**config.mk**
```make
export PLATFORM = sky130hd
export DESIGN_NAME = hsl_fifo
export DESIGN_NICKNAME = d
export VERILOG_FILES = /design/src/sv/hsl_pkg.sv /design/src/sv/hsl_fifo.sv
export VERILOG_INCLUDE_DIRS = /design/src /design/src/sv
export SDC_FILE = /design/constraint.sdc
export NUM_CORES = 1
export LEC_CHECK = 0
export ABC_AREA = 1
export BUFFER_PORTS_ARGS = -buffer_cell sky130_fd_sc_hd__buf_2
export CORE_ASPECT_RATIO = 0.75
export CORE_MARGIN = 8
export CORE_UTILIZATION = 45
export CTS_CLUSTER_SIZE = 14
export DETAILED_ROUTE_END_ITERATION = 12
export GPL_TIMING_DRIVEN = 0
export PLACE_DENSITY = 0.73
export SLEW_MARGIN = 20
export SYNTH_ARGS = -nofsm -noshare
export SYNTH_HDL_FRONTEND = slang
export SYNTH_SLANG_ARGS = --single-unit
```
**constraint.sdc**
```tcl
create_clock -name i_clk -period 6.3 [get_ports i_clk]
set_input_delay 0.315 -clock i_clk [delete_from_list [all_inputs] [get_ports i_clk]]
set_output_delay 0.315 -clock i_clk [all_outputs]
set_load 0.01 [all_outputs]
```
**src/sv/assert_macros.svh**
```systemverilog
// Assertion macros shared by the hue rotation RTL.
`ifndef ASSERT_MACROS_SVH
`define ASSERT_MACROS_SVH

// Expression holds on every clock edge outside reset.
`define ASSERT_ALWAYS(label, clk, rst_n, expr, msg) \
    label: assert property (@(posedge clk) disable iff (!rst_n) (expr)) else $error(msg);

// Antecedent implies consequent in the same cycle.
`define ASSERT_IMPLIES(label, clk, rst_n, ante, cons, msg) \
    label: assert property (@(posedge clk) disable iff (!rst_n) (ante) |-> (cons)) else $error(msg);

`endif

```
**src/sv/hsl_pkg.sv**
```systemverilog
// Shared types, constants and helpers of the HSL hue rotation block.
`default_nettype none

package hsl_pkg;

    // Fixed-point format: values in units of 2^-FRAC_BITS
    localparam int FRAC_BITS   = 16;
    localparam int VW          = FRAC_BITS + 1;   // 0 .. ONE
    localparam int SW          = FRAC_BITS + 2;   // 0 .. 2*ONE
    localparam int DEG_W       = 9;
    localparam int QUEUE_DEPTH = 4;

    localparam logic [VW-1:0] FX_ONE        = VW'(2**FRAC_BITS);
    localparam logic [VW-1:0] FX_THIRD      = VW'((2**FRAC_BITS) / 3);
    localparam logic [VW-1:0] FX_TWO_THIRDS = VW'((2 * (2**FRAC_BITS)) / 3);
    localparam logic [SW-1:0] FX_TWO        = SW'(2 * (2**FRAC_BITS));

    // Reciprocal of 255 for the byte to fraction scaling
    localparam int M255_K = 16;
    localparam int M255_W = FRAC_BITS + 9;
    localparam logic [M255_W-1:0] M255 =
        M255_W'((64'd1 << (FRAC_BITS + M255_K)) / 64'd255);

    // Reciprocal of 3 (division by 6 is a shift then a division by 3)
    localparam int M3_K = FRAC_BITS + 2;
    localparam logic [VW-1:0] M3 = VW'((64'd1 << M3_K) / 64'd3);

    // Reciprocal of 360 for the degree to fraction scaling
    localparam int MA_K = DEG_W;
    localparam logic [VW-1:0] MA = VW'((64'd1 << (FRAC_BITS + MA_K)) / 64'd360);

    localparam logic [DEG_W-1:0] DEG_FULL    = DEG_W'(360);
    localparam logic [DEG_W-1:0] SHIFT_RESET = DEG_W'(180);

    typedef struct packed {
        logic [7:0] red_in;
        logic [7:0] green_in;
        logic [7:0] blue_in;
    } t_pix_in;

    typedef struct packed {
        logic [7:0] red_out;
        logic [7:0] green_out;
        logic [7:0] blue_out;
    } t_pix_out;

    // Which channel holds the maximum (red wins ties, then green)
    typedef enum logic [1:0] {
        MAX_R,
        MAX_G,
        MAX_B
    } t_maxch;

    // Hue segment of the back conversion
    typedef enum logic [1:0] {
        SEG_RAMP_UP,
        SEG_TOP,
        SEG_RAMP_DN,
        SEG_BOTTOM
    } t_seg;

    // Classified pixel handed from front to back
    typedef struct packed {
        t_maxch               maxch;
        logic [FRAC_BITS-1:0] ya;    // (max - chan A) / 2
        logic [FRAC_BITS-1:0] qa;    // ya / 3 estimate, may be one low
        logic [FRAC_BITS-1:0] yb;
        logic [FRAC_BITS-1:0] qb;
        logic [VW-1:0]        del;
        logic [SW-1:0]        sum;
    } t_cls;

    // Side data traveling beside the dividers
    typedef struct packed {
        t_maxch        maxch;
        logic          grey;
        logic          lo;
        logic [VW-1:0] l;
    } t_side;

    // c * ONE / 255, truncated: reciprocal multiply plus one correction
    function automatic logic [VW-1:0] fx_of_byte(input logic [7:0] c);
        logic [M255_W+7:0]    p;
        logic [FRAC_BITS+7:0] num;
        logic [FRAC_BITS+7:0] qx;
        logic [FRAC_BITS+7:0] rem;
        logic [VW-1:0]        q;
        p   = (M255_W+8)'(c) * (M255_W+8)'(M255);
        q   = VW'(p >> M255_K);
        num = {c, {FRAC_BITS{1'b0}}};
        qx  = (FRAC_BITS+8)'(q);
        rem = num - ((qx << 8) - qx);
        if (rem >= (FRAC_BITS+8)'(255)) begin
            q = q + VW'(1);
        end
        return q;
    endfunction

endpackage

`default_nettype wire

```
**src/sv/hsl_fifo.sv**
```systemverilog
// Short queue of classified pixels between front and back.
`default_nettype none
`include "assert_macros.svh"

module hsl_fifo #(
    parameter int DEPTH = hsl_pkg::QUEUE_DEPTH
) (
    input  wire logic          i_clk,
    input  wire logic          i_rst_n,
    input  wire logic          i_push,
    input  wire hsl_pkg::t_cls i_data,
    output logic               o_full,
    input  wire logic          i_pop,
    output logic               o_empty,
    output hsl_pkg::t_cls      o_head
);

    localparam int PW = (DEPTH > 1) ? $clog2(DEPTH) : 1;
    localparam int CW = $clog2(DEPTH + 1);

    hsl_pkg::t_cls r_mem [DEPTH];
    logic [PW-1:0] r_wr;
    logic [PW-1:0] r_rd;
    logic [CW-1:0] r_count;
    logic [PW-1:0] n_wr;
    logic [PW-1:0] n_rd;
    logic [CW-1:0] n_count;

    assign o_full  = (r_count == CW'(DEPTH));
    assign o_empty = (r_count == '0);
    assign o_head  = r_mem[r_rd];

    // Entry storage
    always_ff @(posedge i_clk) begin
        if (i_push) begin
            r_mem[r_wr] <= i_data;
        end
    end

    // Pointer and count update
    always_comb begin
        n_wr    = r_wr;
        n_rd    = r_rd;
        n_count = r_count;
        if (i_push) begin
            n_wr = (r_wr == PW'(DEPTH - 1)) ? '0 : r_wr + PW'(1);
        end
        if (i_pop) begin
            n_rd = (r_rd == PW'(DEPTH - 1)) ? '0 : r_rd + PW'(1);
        end
        if (i_push && !i_pop) begin
            n_count = r_count + CW'(1);
        end else if (i_pop && !i_push) begin
            n_count = r_count - CW'(1);
        end
    end

    always_ff @(posedge i_clk) begin
        if (!i_rst_n) begin
            r_wr    <= '0;
            r_rd    <= '0;
            r_count <= '0;
        end else begin
            r_wr    <= n_wr;
            r_rd    <= n_rd;
            r_count <= n_count;
        end
    end

    `ASSERT_ALWAYS(a_count_bound, i_clk, i_rst_n, r_count <= CW'(DEPTH), "queue count overflow")
    `ASSERT_IMPLIES(a_no_push_full, i_clk, i_rst_n, i_push, !o_full, "push into full queue")
    `ASSERT_IMPLIES(a_no_pop_empty, i_clk, i_rst_n, i_pop, !o_empty, "pop from empty queue")

endmodule

`default_nettype wire

```
==> results.toml <==
[setup_path]
worst_setup_path_start_kind = "register"
path_cells = "inv_2 > buf_4 > clkbuf_1 > o21ai_0 > o22ai_2 > buf_2"
regToRegStartpoint = "r_wr[0]$_SDFFE_PN0P_"
path_max_fanout = 10
arrival_ps = 2240
slowest_stage = "clkbuf_1"
ff2ff_path_depth = 4
critical_path_class = "reg -> out"
worst_ep_required_time_ps = 5980
endpoint_kind = "output pin"
r2r-end = "r_mem[3][44]$_DFFE_PP_"
r2r_slack_ps = 4390
cpPeakStageDelay_ps = 440

[timing]
max_freq_mhz = 392
hold_violations = 0
grt_setup_unrepaired = "no"
setup_viol = 0
max_slew_margin = 0.611
period_needed_ps = 2550
tns_ps = 0
fin_crit_sh = 0.405
worst_pin_slew_ps = 584
maxSlewViolCount = 0
fin_skew_ps = 13.3

[synth]
syn_area_um2 = 16200
synth_cell_types = 23
synth-seq-cells = 413
yosysWarningCount = 0
syn-instance-count = 1036
syn-num-nets = 1148
ys_seq_area_frac = 0.759
yosys.area.top_type = "edfxtp_1"
synth.top_cell.area_share = 0.748
synth.area.top_cells = "edfxtp_1 75%, o22ai_2 6.2%, o21ai_0 3.5%"
syn_avg_cell_area_um2 = 15.7

[hold_path]
whs_path_depth = 1
min_delay_worst_endpoint = "r_mem[1][59]$_DFFE_PP_"
hold_class = "in -> reg"
hp-start = "i_data[59]"

[detailed_routing]
first_iter_violations = 839
dr.pass1.iters = 5
wl_per_cell_um = 20.8
drcViolationCount = 0
vias = 9912
viasPerCell = 5.24
ant_nets = 0
finalWirelength_mm = 39.3

[die]
die_h_um = 180
io_pins = 208
die_area_um2 = 42400
start_util = 0.455
core_um2 = 35700
fp.dieW_um = 235
rows = 60

[global_route]
antenna_found_initial = 5
grt_pass1_wl_mm = 60.1
grt_pass1_vias = 10400
grt.total_usage = 0.181
grt_max_degree = 62
grt-ovfl-total = 0

[clocking]
cts-buffers-inserted = 41
root_buffer = "clkbuf_16"
clockBufferDepth = 3
htreeDepth = 2
clock_sinks = 413
cts_setup_buffers = 0
path_clk_slew_ps = 60
insertion_delay_ps = 540
cts_tree = "yes"

[job]
cap_violations = 0

[placement]
postPlaceCellArea_um2 = 18000
portBuffers = 207
gp_congestion = 0.748
hpwl_mm = 23.6

[power]
peakVddDrop_mv = 0.267
p_leak_uw = 0.00719
power_density_nw_per_um2 = 310
finalPower_uw = 6280

[layout]
nNetsFinal = 1501
postLayoutCellArea_um2 = 20200
drive_above_1_share = 0.341
n_fill_cell = 2758
syn_to_final_growth_pct = 24.8

[status]
status = "completed"
==> worst max-delay path by stage <==
stage / endpoint / start / slack [ps]
2_1_floorplan: r_mem[3][0]$_DFFE_PP_ / r_wr[0]$_SDFFE_PN0P_ / 3300
3_3_place_gp: r_mem[3][24]$_DFFE_PP_ / r_wr[0]$_SDFFE_PN0P_ / 1680
3_5_place_dp: o_head[80] / register / 4280
4_1_cts: o_head[80] / register / 3680
5_1_grt: o_head[90] / register / 3610
6_report: o_head[80] / register / 3750
==> cell families after synthesis <==
| logic type | share of synthesized area |
|---|---|
| flip-flops | 0.759 |
| AO/OA/AOI/OAI | 0.134 |
| AND/OR/NAND/NOR | 0.0647 |
| buffers and inverters | 0.0359 |
| adder cells (fa/ha/maj) | 0.00586 |
| XOR/XNOR | 0.000540 |
==> registers in the layout, indices dropped and copies added (netlist names), named ones only <==
| register | count |
|---|---|
| r_count | 3 |
| r_mem | 404 |
| r_rd | 2 |
| r_wr | 2 |
==> cell usage in the layout (no fill, tap or decap) <==
cell type	count
a21oi_1	3
buf_12	9
buf_16	4
buf_2	234
buf_4	3
buf_6	11
bufinv_16	2
clkbuf_1	27
clkbuf_16	43
clkinv_1	6
clkinv_2	9
clkinvlp_4	3
dfxtp_1	9
diode_2	5
dlygate4sd3_1	99
edfxtp_1	404
fa_1	1
ha_1	6
inv_1	10
inv_2	2
inv_6	5
nand2_1	8
nand3_1	1
nand4_1	1
nor2_1	130
nor2_2	80
nor3_1	4
o21ai_0	112
o21ai_1	93
o22ai_1	21
o22ai_2	80
xor2_1	1
==> layout make-up <==
class / count / area (µm²) / area share
Tap cell: 465 / 582 / 0.0287
Sequential cell: 413 / 12300 / 0.608
Buffer: 66 / 522 / 0.0258
Timing Repair Buffer: 310 / 2140 / 0.106
Clock inverter: 21 / 159 / 0.00785
Inverter: 16 / 80.1 / 0.00395
Multi-Input combinational cell: 541 / 3330 / 0.164
Clock buffer: 54 / 1120 / 0.0552
Antenna cell: 5 / 12.5 / 0.000618
==> cells in the mapped netlist, drive strengths merged <==
cell and n:
nand3 1, ha 6, nand2 8, nor2 210, xor2 1, buf 50, nand4 1, a21oi 3
dfxtp 9, fa 1, inv 16, edfxtp 404, o21ai 205, clkbuf 16, o22ai 101, nor3 4
==> report_power, final <==
group / switching (µW) / total (µW) / internal, µW
Combinational: 472 / 775 / 303
Clock: 996 / 2330 / 1330
Sequential: 35.2 / 3180 / 3140
Total: 1500 / 6280 / 4780
==> layer usage <==
metal	track usage	vias to the layer above	wire length, µm
met1	0.225	4885	16200
met5	0	-	0
met3	0.0457	62	2640
met2	0.309	326	19500
met4	0.0559	0	914
li1	-	4639	-
==> repair_timing <==
item | in CTS | in global routing
gates resized for setup | 0 | 0
hold endpoints to repair | 395 | 0
hold buffers | 99 | 0
endpoints found under the setup margin | 0 | 0
==> critical path, delay by kind of cell (launching register included) <==
kind	cells	cell delay (ps)
AOI/OAI and AO/OA	2	420
buffers and inverters	4	950
DFF	1	330
==> metrics by stage <==
step / instances / utilization / worst slack (ps) / hold WS (ps)
4_1_cts: 1886 / 0.567 / 3680 / 1.89
3_3_place_gp: 1708 / 0.500 / 1680 / 503
5_1_grt: 1891 / 0.568 / 3610 / 9.21
2_1_floorplan: 1036 / - / 3300 / 414
6_report: 1891 / 0.568 / 3750 / 28.9
3_5_place_dp: 1712 / 0.504 / 4280 / 520
No activity file was read; power rests on OpenSTA's default activity.
