===== config.mk =====
export PLATFORM = sky130hd
export DESIGN_NAME = hsl_front
export DESIGN_NICKNAME = d
export VERILOG_FILES = /design/src/sv/assert_macros.svh /design/src/sv/hsl_pkg.sv /design/src/sv/hsl_front.sv
export SDC_FILE = /design/constraint.sdc
export NUM_CORES = 1
export LEC_CHECK = 0
export ABC_AREA = 1
export BUFFER_PORTS_ARGS = -buffer_cell sky130_fd_sc_hd__buf_2
export CAP_MARGIN = 40
export CORE_MARGIN = 3
export CORE_UTILIZATION = 42
export DETAILED_ROUTE_END_ITERATION = 7
export MAX_ROUTING_LAYER = met4
export PLACE_DENSITY = 0.67
export SLEW_MARGIN = 20
export SYNTH_ARGS = -nofsm -noshare
export SYNTH_HDL_FRONTEND = slang
export SYNTH_SLANG_ARGS = --single-unit

===== constraint.sdc =====
create_clock -name i_clk -period 10.9 [get_ports i_clk]
set_input_delay 1.09 -clock i_clk [delete_from_list [all_inputs] [get_ports i_clk]]
set_output_delay 1.09 -clock i_clk [all_outputs]
set_load 0.05 [all_outputs]

===== src/sv/assert_macros.svh =====
// Assertion macros shared by the hue rotation RTL.
`ifndef ASSERT_MACROS_SVH
`define ASSERT_MACROS_SVH

// Expression holds on every clock edge outside reset.
`define ASSERT_ALWAYS(label, clk, rst_n, expr, msg) \
    label: assert property (@(posedge clk) disable iff (!rst_n) (expr)) else $error(msg);

// Antecedent implies consequent in the same cycle.
`define ASSERT_IMPLIES(label, clk, rst_n, ante, cons, msg) \
    label: assert property (@(posedge clk) disable iff (!rst_n) (ante) |-> (cons)) else $error(msg);

`endif


===== src/sv/hsl_pkg.sv =====
// Shared types, constants and helpers of the HSL hue rotation block.
`default_nettype none

package hsl_pkg;

    // Fixed-point format: values in units of 2^-FRAC_BITS
    localparam int FRAC_BITS   = 16;
    localparam int VW          = FRAC_BITS + 1;   // 0 .. ONE
    localparam int SW          = FRAC_BITS + 2;   // 0 .. 2*ONE
    localparam int DEG_W       = 9;
    localparam int QUEUE_DEPTH = 4;

    localparam logic [VW-1:0] FX_ONE        = VW'(2**FRAC_BITS);
    localparam logic [VW-1:0] FX_THIRD      = VW'((2**FRAC_BITS) / 3);
    localparam logic [VW-1:0] FX_TWO_THIRDS = VW'((2 * (2**FRAC_BITS)) / 3);
    localparam logic [SW-1:0] FX_TWO        = SW'(2 * (2**FRAC_BITS));

    // Reciprocal of 255 for the byte to fraction scaling
    localparam int M255_K = 16;
    localparam int M255_W = FRAC_BITS + 9;
    localparam logic [M255_W-1:0] M255 =
        M255_W'((64'd1 << (FRAC_BITS + M255_K)) / 64'd255);

    // Reciprocal of 3 (division by 6 is a shift then a division by 3)
    localparam int M3_K = FRAC_BITS + 2;
    localparam logic [VW-1:0] M3 = VW'((64'd1 << M3_K) / 64'd3);

    // Reciprocal of 360 for the degree to fraction scaling
    localparam int MA_K = DEG_W;
    localparam logic [VW-1:0] MA = VW'((64'd1 << (FRAC_BITS + MA_K)) / 64'd360);

    localparam logic [DEG_W-1:0] DEG_FULL    = DEG_W'(360);
    localparam logic [DEG_W-1:0] SHIFT_RESET = DEG_W'(180);

    typedef struct packed {
        logic [7:0] red_in;
        logic [7:0] green_in;
        logic [7:0] blue_in;
    } t_pix_in;

    typedef struct packed {
        logic [7:0] red_out;
        logic [7:0] green_out;
        logic [7:0] blue_out;
    } t_pix_out;

    // Which channel holds the maximum (red wins ties, then green)
    typedef enum logic [1:0] {
        MAX_R,
        MAX_G,
        MAX_B
    } t_maxch;

    // Hue segment of the back conversion
    typedef enum logic [1:0] {
        SEG_RAMP_UP,
        SEG_TOP,
        SEG_RAMP_DN,
        SEG_BOTTOM
    } t_seg;

    // Classified pixel handed from front to back
    typedef struct packed {
        t_maxch               maxch;
        logic [FRAC_BITS-1:0] ya;    // (max - chan A) / 2
        logic [FRAC_BITS-1:0] qa;    // ya / 3 estimate, may be one low
        logic [FRAC_BITS-1:0] yb;
        logic [FRAC_BITS-1:0] qb;
        logic [VW-1:0]        del;
        logic [SW-1:0]        sum;
    } t_cls;

    // Side data traveling beside the dividers
    typedef struct packed {
        t_maxch        maxch;
        logic          grey;
        logic          lo;
        logic [VW-1:0] l;
    } t_side;

    // c * ONE / 255, truncated: reciprocal multiply plus one correction
    function automatic logic [VW-1:0] fx_of_byte(input logic [7:0] c);
        logic [M255_W+7:0]    p;
        logic [FRAC_BITS+7:0] num;
        logic [FRAC_BITS+7:0] qx;
        logic [FRAC_BITS+7:0] rem;
        logic [VW-1:0]        q;
        p   = (M255_W+8)'(c) * (M255_W+8)'(M255);
        q   = VW'(p >> M255_K);
        num = {c, {FRAC_BITS{1'b0}}};
        qx  = (FRAC_BITS+8)'(q);
        rem = num - ((qx << 8) - qx);
        if (rem >= (FRAC_BITS+8)'(255)) begin
            q = q + VW'(1);
        end
        return q;
    endfunction

endpackage

`default_nettype wire


===== src/sv/hsl_front.sv =====
// Front end: takes pixels, scales channels and classifies max/min.
`default_nettype none

module hsl_front (
    input  wire logic            i_clk,
    input  wire logic            i_rst_n,
    input  wire logic            i_valid,
    output logic                 o_ready,
    input  wire hsl_pkg::t_pix_in i_pixel,
    output logic                 o_push,
    output hsl_pkg::t_cls        o_cls,
    input  wire logic            i_full
);

    logic                       r_valid;
    logic [hsl_pkg::VW-1:0]     r_vr;
    logic [hsl_pkg::VW-1:0]     r_vg;
    logic [hsl_pkg::VW-1:0]     r_vb;
    logic                       take;
    logic [hsl_pkg::VW-1:0]     mx;
    logic [hsl_pkg::VW-1:0]     mn;
    logic [hsl_pkg::VW-1:0]     va;
    logic [hsl_pkg::VW-1:0]     vb;
    logic [hsl_pkg::VW-1:0]     da;
    logic [hsl_pkg::VW-1:0]     db;
    logic [2*hsl_pkg::VW-1:0]   pa;
    logic [2*hsl_pkg::VW-1:0]   pb;
    hsl_pkg::t_maxch            maxch;

    assign o_ready = !r_valid || !i_full;
    assign take    = i_valid && o_ready;
    assign o_push  = r_valid && !i_full;

    // Stage register: scaled channels
    always_ff @(posedge i_clk) begin
        if (!i_rst_n) begin
            r_valid <= 1'b0;
        end else if (take) begin
            r_valid <= 1'b1;
        end else if (o_push) begin
            r_valid <= 1'b0;
        end
    end

    always_ff @(posedge i_clk) begin
        if (take) begin
            r_vr <= hsl_pkg::fx_of_byte(i_pixel.red_in);
            r_vg <= hsl_pkg::fx_of_byte(i_pixel.green_in);
            r_vb <= hsl_pkg::fx_of_byte(i_pixel.blue_in);
        end
    end

    // Max/min and the two non-trivial hue terms for the max channel
    always_comb begin
        if (r_vr >= r_vg && r_vr >= r_vb) begin
            maxch = hsl_pkg::MAX_R;
            mx    = r_vr;
            va    = r_vb;
            vb    = r_vg;
        end else if (r_vg >= r_vb) begin
            maxch = hsl_pkg::MAX_G;
            mx    = r_vg;
            va    = r_vr;
            vb    = r_vb;
        end else begin
            maxch = hsl_pkg::MAX_B;
            mx    = r_vb;
            va    = r_vg;
            vb    = r_vr;
        end
        mn = r_vr;
        if (r_vg < mn) mn = r_vg;
        if (r_vb < mn) mn = r_vb;
        da = mx - va;
        db = mx - vb;
        pa = (2*hsl_pkg::VW)'(da >> 1) * (2*hsl_pkg::VW)'(hsl_pkg::M3);
        pb = (2*hsl_pkg::VW)'(db >> 1) * (2*hsl_pkg::VW)'(hsl_pkg::M3);
        o_cls.maxch = maxch;
        o_cls.ya    = hsl_pkg::FRAC_BITS'(da >> 1);
        o_cls.qa    = hsl_pkg::FRAC_BITS'(pa >> hsl_pkg::M3_K);
        o_cls.yb    = hsl_pkg::FRAC_BITS'(db >> 1);
        o_cls.qb    = hsl_pkg::FRAC_BITS'(pb >> hsl_pkg::M3_K);
        o_cls.del   = mx - mn;
        o_cls.sum   = hsl_pkg::SW'(mx) + hsl_pkg::SW'(mn);
    end

endmodule

`default_nettype wire


==> metrics, run 1 <==
Maximum Capacitance Violations=0; number of nets with antenna violations after routing=0; top post-synthesis cells by count=525 x nand2_1, 490 x inv_1, 356 x ha_1; minimum period implied by the final worst setup slack=around 10 ns; gpl congestion=around 1.0; DR WL/cell=17.7 um; Hold Path Class=reg2reg; cell types with the largest area share after synthesis=ha_1 25%, fa_1 14%, nand2_1 11%; ANT cells=0; placed wire-length estimate=approximately 48 mm; most frequent cell on the critical path=nand2_1; total vias in the final route=~16000; leading area contributor after synthesis=ha_1; fill count=about 4100; register bit total from synthesis=52; max incr delay on CP=between 0.5 and 0.6 ns; slowest cell on the critical path=edfxtp_1; crit end category=primary output; sequential fraction of the synthesis area=0.0888; Avg Synthesized Cell Area=7.19 sq um; worst endpoint data arrival time=a little over 9 ns; Final Net Count=3073; die boundary width=210 um; top flip-flop cell by instance count after synthesis=edfxtp_1; DRC errors left=0; area fraction of the dominant cell type after synthesis=0.255; number of standard-cell rows in the floorplan=74; number of standard cells after synthesis=2429; Detailed Routing Iterations Pass 1=6; Max clock buf depth=2; fmax=97.2 MHz; hold-fix buffer count after cts=0; IO Pins=between 100 and 150; critical path's top delay family=adder cells; non-filler cells in the finished layout=3099; Clock Sink Count=52; final WL=between 50 and 60 mm; Num CTS Buffers=5; Area growth syn-to-layout=10.3%; Placed Cells incl. Taps=3086; Placement Setup Slack=-0.0801 ns; area of the die=44100 sq um; port bufs=128; least setup slack across all paths after layout=0.615 ns; Slew Limit Headroom=0.492; synth unique cells=between 60 and 70; path type of the worst setup path=reg2out; average via count per standard cell=around 5.3; launching element type of the critical path=flip-flop; fraction of the cycle the final worst path needs=0.944; slew at the pin closest to its max-slew limit=between 0.7 and 0.8 ns; wire length of the first global-routing pass=86.3 mm; final hold viol count=0; top fanout value on the critical path=26; initial core utilization=0.427; count of flip-flops with a built-in enable after synthesis=51; Skew-Pair Late Insertion Delay=roughly 0.3 ns; fraction of final layout cells with drive strength greater than 1=0.0954; number of buffer and inverter stages on the critical path=9; DIE HEIGHT=~210 um; max-slew violation count=0; warnings from Yosys=0; clock root buffer master=clkbuf_16; clock tree from TritonCTS=built; Clock Skew=0.00394 ns; number of global-route vias before repair=16200; pin count of the biggest net entering global routing=52; most instantiated library cell after synthesis=nand2_1; CP required=9.81 ns; leftover overflow at the end of global routing=0; all-layer global routing usage=0.251; CTS H-tree lvls=2; antenna violations before repair=0; final-report setup violation count=0; clock slew seen by the registers of the worst setup and hold paths=0.07 ns; placeable core area=40900 sq um; run status=finished, final reports clean; Cell Area, Synth=approximately 17000 sq um; share of synthesized registers carrying an async set or reset=0; number of DRC markers in iteration 0=1069
==> kinds of logic (layout without fill, tap and decap cells) <==
group	Yosys count	in the layout	synth area share
other	1	2	0.000215
adders and majority gates	478	478	0.395
AOI/OAI and AO/OA	406	406	0.140
xor gates and xnor gates	103	103	0.0521
and+or+nand+nor	866	866	0.210
buffers and inverters	523	660	0.114
DFF	52	52	0.0888
==> layout by cell type (no fill, tap or decap), types with 7 or more instances in the layout <==
cell | netlist | final
xnor2_1 | 13 | 12
a31oi_1 | 11 | 11
nand2_1 | 525 | 525
nor4_1 | 8 | 8
nor3_1 | 23 | 23
nand2_2 | 16 | 16
nor2_2 | 6 | 7
a21oi_1 | 169 | 164
a21o_1 | 8 | 8
fa_1 | 122 | 120
nand3_1 | 96 | 96
o221ai_1 | 32 | 26
ha_1 | 356 | 354
xor2_1 | 89 | 88
buf_4 | 3 | 24
nand3_2 | 7 | 7
edfxtp_1 | 51 | 51
o21a_1 | 15 | 15
o21bai_1 | 15 | 15
o21ai_0 | 101 | 101
inv_1 | 490 | 487
o22ai_1 | 7 | 7
nand4_1 | 19 | 19
nor2_1 | 147 | 145
buf_2 | 2 | 126
==> worst min-delay path, stage by stage (launching register included) <==
cell and delay, ns:
dfxtp_1 0.34, nand2_1 0.08, a21boi_0 0.08
==> routing by layer <==
| metal | track usage | up-vias | share of wire |
|---|---|---|---|
| li1 | - | 8192 | - |
| met1 | 0.307 | 7650 | 0.43 |
| met2 | 0.449 | 444 | 0.50 |
| met3 | 0.0165 | 97 | 0.039 |
| met4 | 0.0697 | 0 | 0.033 |
| met5 | - | - | 0 |
==> per-stage QoR <==
stage | cell area, sq um | util | setup TNS [ns] | hold slack (ns)
5_1_grt | 19300 | 0.471 | -0.000539 | 0.571
6_report | 19300 | 0.471 | 0 | 0.551
3_3_place_gp | 18800 | 0.460 | 0 | 0.528
2_1_floorplan | 17500 | - | 0 | 0.846
4_1_cts | 19100 | 0.466 | 0 | 0.555
3_5_place_dp | 18800 | 0.461 | -0.0801 | 0.545
==> final timing paths <==
kind	startpoint	to	slack, ns	cells after the start
setup / recovery	r_vb[1]	o_cls[78]	0.61	43
setup reg to reg	r_valid	r_vr[13]	9.48	2
hold reg to reg	r_valid	r_valid	0.55	2
hold / removal	r_valid	r_valid	0.55	2
==> cell type report <==
class	instances	area (sq um)	share of cell area
Clock buffer	5	125	0.00649
Clock inverter	2	60.1	0.00312
Inverter	495	1860	0.0967
Multi-Input combinational cell	1855	14100	0.732
Sequential cell	52	1550	0.0805
Tap cell	532	666	0.0345
Timing Repair Buffer	158	897	0.0465
==> timing repair <==
action / CTS / global route
setup endpoints to repair: 27 / 29
pin swaps: 0 / 3
resized for setup: 3 / 39
buffers inserted: 0 / 5
==> flip-flops by register name, summed over array words and instances, names as in the netlist <==
name     flops
r_vr        17
r_vb        17
r_valid      1
r_vg        17
Power of run 1 is not shown: default switching activity piles up to over one toggle a cycle in this logic, so the estimate is an artifact.
==> inputs of run 2 (changes only) <==
--- a/config.mk
+++ b/config.mk
@@ -5,7 +5,6 @@
 export SDC_FILE = /design/constraint.sdc
 export NUM_CORES = 1
 export LEC_CHECK = 0
-export ABC_AREA = 1
 export BUFFER_PORTS_ARGS = -buffer_cell sky130_fd_sc_hd__buf_2
 export CAP_MARGIN = 40
 export CORE_MARGIN = 3
@@ -13,6 +12,7 @@
 export DETAILED_ROUTE_END_ITERATION = 7
 export MAX_ROUTING_LAYER = met4
 export PLACE_DENSITY = 0.67
+export REMOVE_ABC_BUFFERS = 1
 export SLEW_MARGIN = 20
 export SYNTH_ARGS = -nofsm -noshare
 export SYNTH_HDL_FRONTEND = slang
==> constraint.sdc (replaced) <==
create_clock -name i_clk -period 9.65 [get_ports i_clk]
set_input_delay 0.965 -clock i_clk [delete_from_list [all_inputs] [get_ports i_clk]]
set_output_delay 0.965 -clock i_clk [all_outputs]
set_load 0.05 [all_outputs]
==> metrics, run 2 <==
synth unique cells=89 (+41%); RSZ-0062 raised after global routing=yes; top flip-flop cell by instance count after synthesis=edfxtp_1; final WL=51.1 mm (-6.7%); max incr delay on CP=0.60 ns (+0.03 ns); commonest cells after routing, fill and taps aside=485 x buf_4, 322 x ha_1, 297 x inv_1, 144 x nand2_1, 136 x a21oi_1; clock root buffer master=clkbuf_16; Skew-Pair Late Insertion Delay=0.29 ns (about the same); Avg Synthesized Cell Area=8.41 sq um (+17%); worst endpoint data arrival time=9.66 ns (+0.46 ns); Clock Sink Count=52 (unchanged); fill count=3165 (-24%); area fraction of the dominant cell type after synthesis=0.273 (+0.0185); slew at the pin closest to its max-slew limit=0.743 ns (-0.0102 ns); count of flip-flops with a built-in enable after synthesis=51 (unchanged); leading cell type in the layout, fill and taps excluded=buf_4; leftover overflow at the end of global routing=0 (unchanged); DIE HEIGHT=203 um (-3.3%); clock slew seen by the registers of the worst setup and hold paths=0.07 ns (about the same); violated checks=setup timing; number of nets with antenna violations after routing=0 (unchanged); least setup slack across all paths after layout=-0.970 ns (-1.59 ns); top post-synthesis cells by count=356 x ha_1, 323 x inv_1, 166 x a21oi_1; Placement Setup Slack=-1.17 ns (-1.09 ns); path type of the worst setup path=reg2out; number of standard-cell rows in the floorplan=71 (-4.1%); Placed Cells incl. Taps=2935 (-4.9%); most instantiated library cell after synthesis=ha_1; fraction of final layout cells with drive strength greater than 1=0.344 (+0.249); Cell Area, Synth=16300 sq um (-6.8%); initial core utilization=0.429 (+0.00246); minimum period implied by the final worst setup slack=10.62 ns; Detailed Routing Iterations Pass 1=7 (+1); number of standard cells after synthesis=1936 (-20%); number of DRC markers in iteration 0=915 (-14%); port bufs=128 (unchanged); sequential fraction of the synthesis area=0.0953 (+0.00645); Hold Path Class=reg2reg; cell types with the largest area share after synthesis=ha_1 27%, fa_1 15%, edfxtp_1 9.4%; crit end category=primary output; area of the die=41200 sq um (-6.6%); final hold viol count=0 (unchanged); DR WL/cell=16.8 um (-4.8%); DRC errors left=0 (unchanged); Num CTS Buffers=5 (unchanged); slowest cell on the critical path=fa_2; gpl congestion=0.938 (-8.0%); pin count of the biggest net entering global routing=62 (+19%); Slew Limit Headroom=0.500 (+0.00787); wire length of the first global-routing pass=80.4 mm (-6.9%); run status=finished, violations left; ANT cells=0 (unchanged); register bit total from synthesis=52 (unchanged); warnings from Yosys=0 (unchanged); IO Pins=131 (unchanged); final-report setup violation count=30 (+30); share of synthesized registers carrying an async set or reset=0 (unchanged); total vias in the final route=16100 (-2.0%); Area growth syn-to-layout=40.8%; max-slew violation count=0 (unchanged); CP required=8.69 ns (-1.12 ns); launching element type of the critical path=flip-flop; number of global-route vias before repair=16300 (+0.54%); die boundary width=203 um (-3.3%); non-filler cells in the finished layout=3035 (-2.1%); top fanout value on the critical path=3 (-88%); CTS H-tree lvls=2 (unchanged); clock tree from TritonCTS=built; fmax=94.2 MHz; Maximum Capacitance Violations=0 (unchanged); registers with the most flip-flops=r_vb (17), r_vg (17), r_vr (17); placeable core area=37900 sq um (-7.3%); Max clock buf depth=2 (unchanged); leading area contributor after synthesis=ha_1; Final Net Count=3029 (-1.4%); Clock Skew=0.00262 ns (-0.00132 ns); antenna violations before repair=0 (unchanged); placed wire-length estimate=41.4 mm (-14%); average via count per standard cell=5.29 (about the same); fraction of the cycle the final worst path needs=1.10; all-layer global routing usage=0.242 (-0.00881); hold-fix buffer count after cts=0 (unchanged)
-- run 2: cell count changes after synthesis, moves of 54 or more --
cell and delta:
inv_1 -167, nand2_1 -376, nand3_1 -61, nor2_1 -54, xnor2_1 +94, xor2_1 -56
-- run 2: path summary, 6_finish.rpt --
| kind | startpoint | end | slack, ns | depth (start not counted) |
|---|---|---|---|---|
| min reg2reg | r_valid | r_valid | 0.54 | 2 |
| max reg2reg | r_valid | r_vb[16] | 8.25 | 3 |
| max | r_vg[4] | o_cls[49] | -0.97 | 41 |
| min | r_valid | r_valid | 0.54 | 2 |
-- run 2: final cells by class --
| type | instances | area [sq um] | share of cell area |
|---|---|---|---|
| Timing Repair Buffer | 629 | 4780 | 0.208 |
| Sequential cell | 52 | 1550 | 0.0677 |
| Tap cell | 511 | 639 | 0.0279 |
| Clock inverter | 2 | 16.3 | 0.000709 |
| Inverter | 323 | 1210 | 0.0530 |
| Multi-Input combinational cell | 1512 | 14600 | 0.637 |
| Clock buffer | 6 | 129 | 0.00562 |
-- run 2: repair_timing --
item	in CTS	in global routing
resized for setup	233	105
pin swaps	112	118
endpoints found under the setup margin	30	30
cloned	1	3
setup buffers	60	35
hold endpoints to repair	0	0
-- run 2: logic make-up after synthesis --
family | count (synthesis) | synth area share
AO/OA/AOI/OAI | 446 | 0.180
XOR/XNOR | 140 | 0.0753
adder cells (fa/ha/maj) | 478 | 0.423
buffers and inverters | 373 | 0.0875
flip-flops | 52 | 0.0953
multiplexers | 20 | 0.0126
other | 1 | 0.000230
AND/OR/NAND/NOR | 426 | 0.125
-- run 2: per-layer routing --
metal,GRT usage,vias to the layer above,part of all wire
li1,-,7794,-
met1,0.295,7719,0.42
met2,0.439,433,0.51
met3,0.0115,108,0.036
met4,0.0663,0,0.031
met5,-,-,0
-- run 2: metrics by stage --
| step | util | hold WS [ns] | setup TNS, ns | instance area (sq um) |
|---|---|---|---|---|
| 6_report | 0.604 | 0.540 | -19.78 | 22900 |
| 2_1_floorplan | - | 0.487 | -98.97 | 16100 |
| 4_1_cts | 0.581 | 0.546 | -15.85 | 22000 |
| 3_5_place_dp | 0.540 | 0.530 | -23.73 | 20500 |
| 5_1_grt | 0.604 | 0.593 | -31.95 | 22900 |
| 3_3_place_gp | 0.539 | 0.505 | -18.46 | 20400 |
-- run 2: worst max-delay path, delay by kind of cell, from the launching register on --
kind	cells	cell delay (ns)
adders and majority gates	9	3.66
xor gates and xnor gates	2	0.24
AOI/OAI and AO/OA	19	3.80
DFF	1	0.40
buffers and inverters	6	0.77
and+or+nand+nor	5	0.50
Power of run 2 is left out for the same reason.
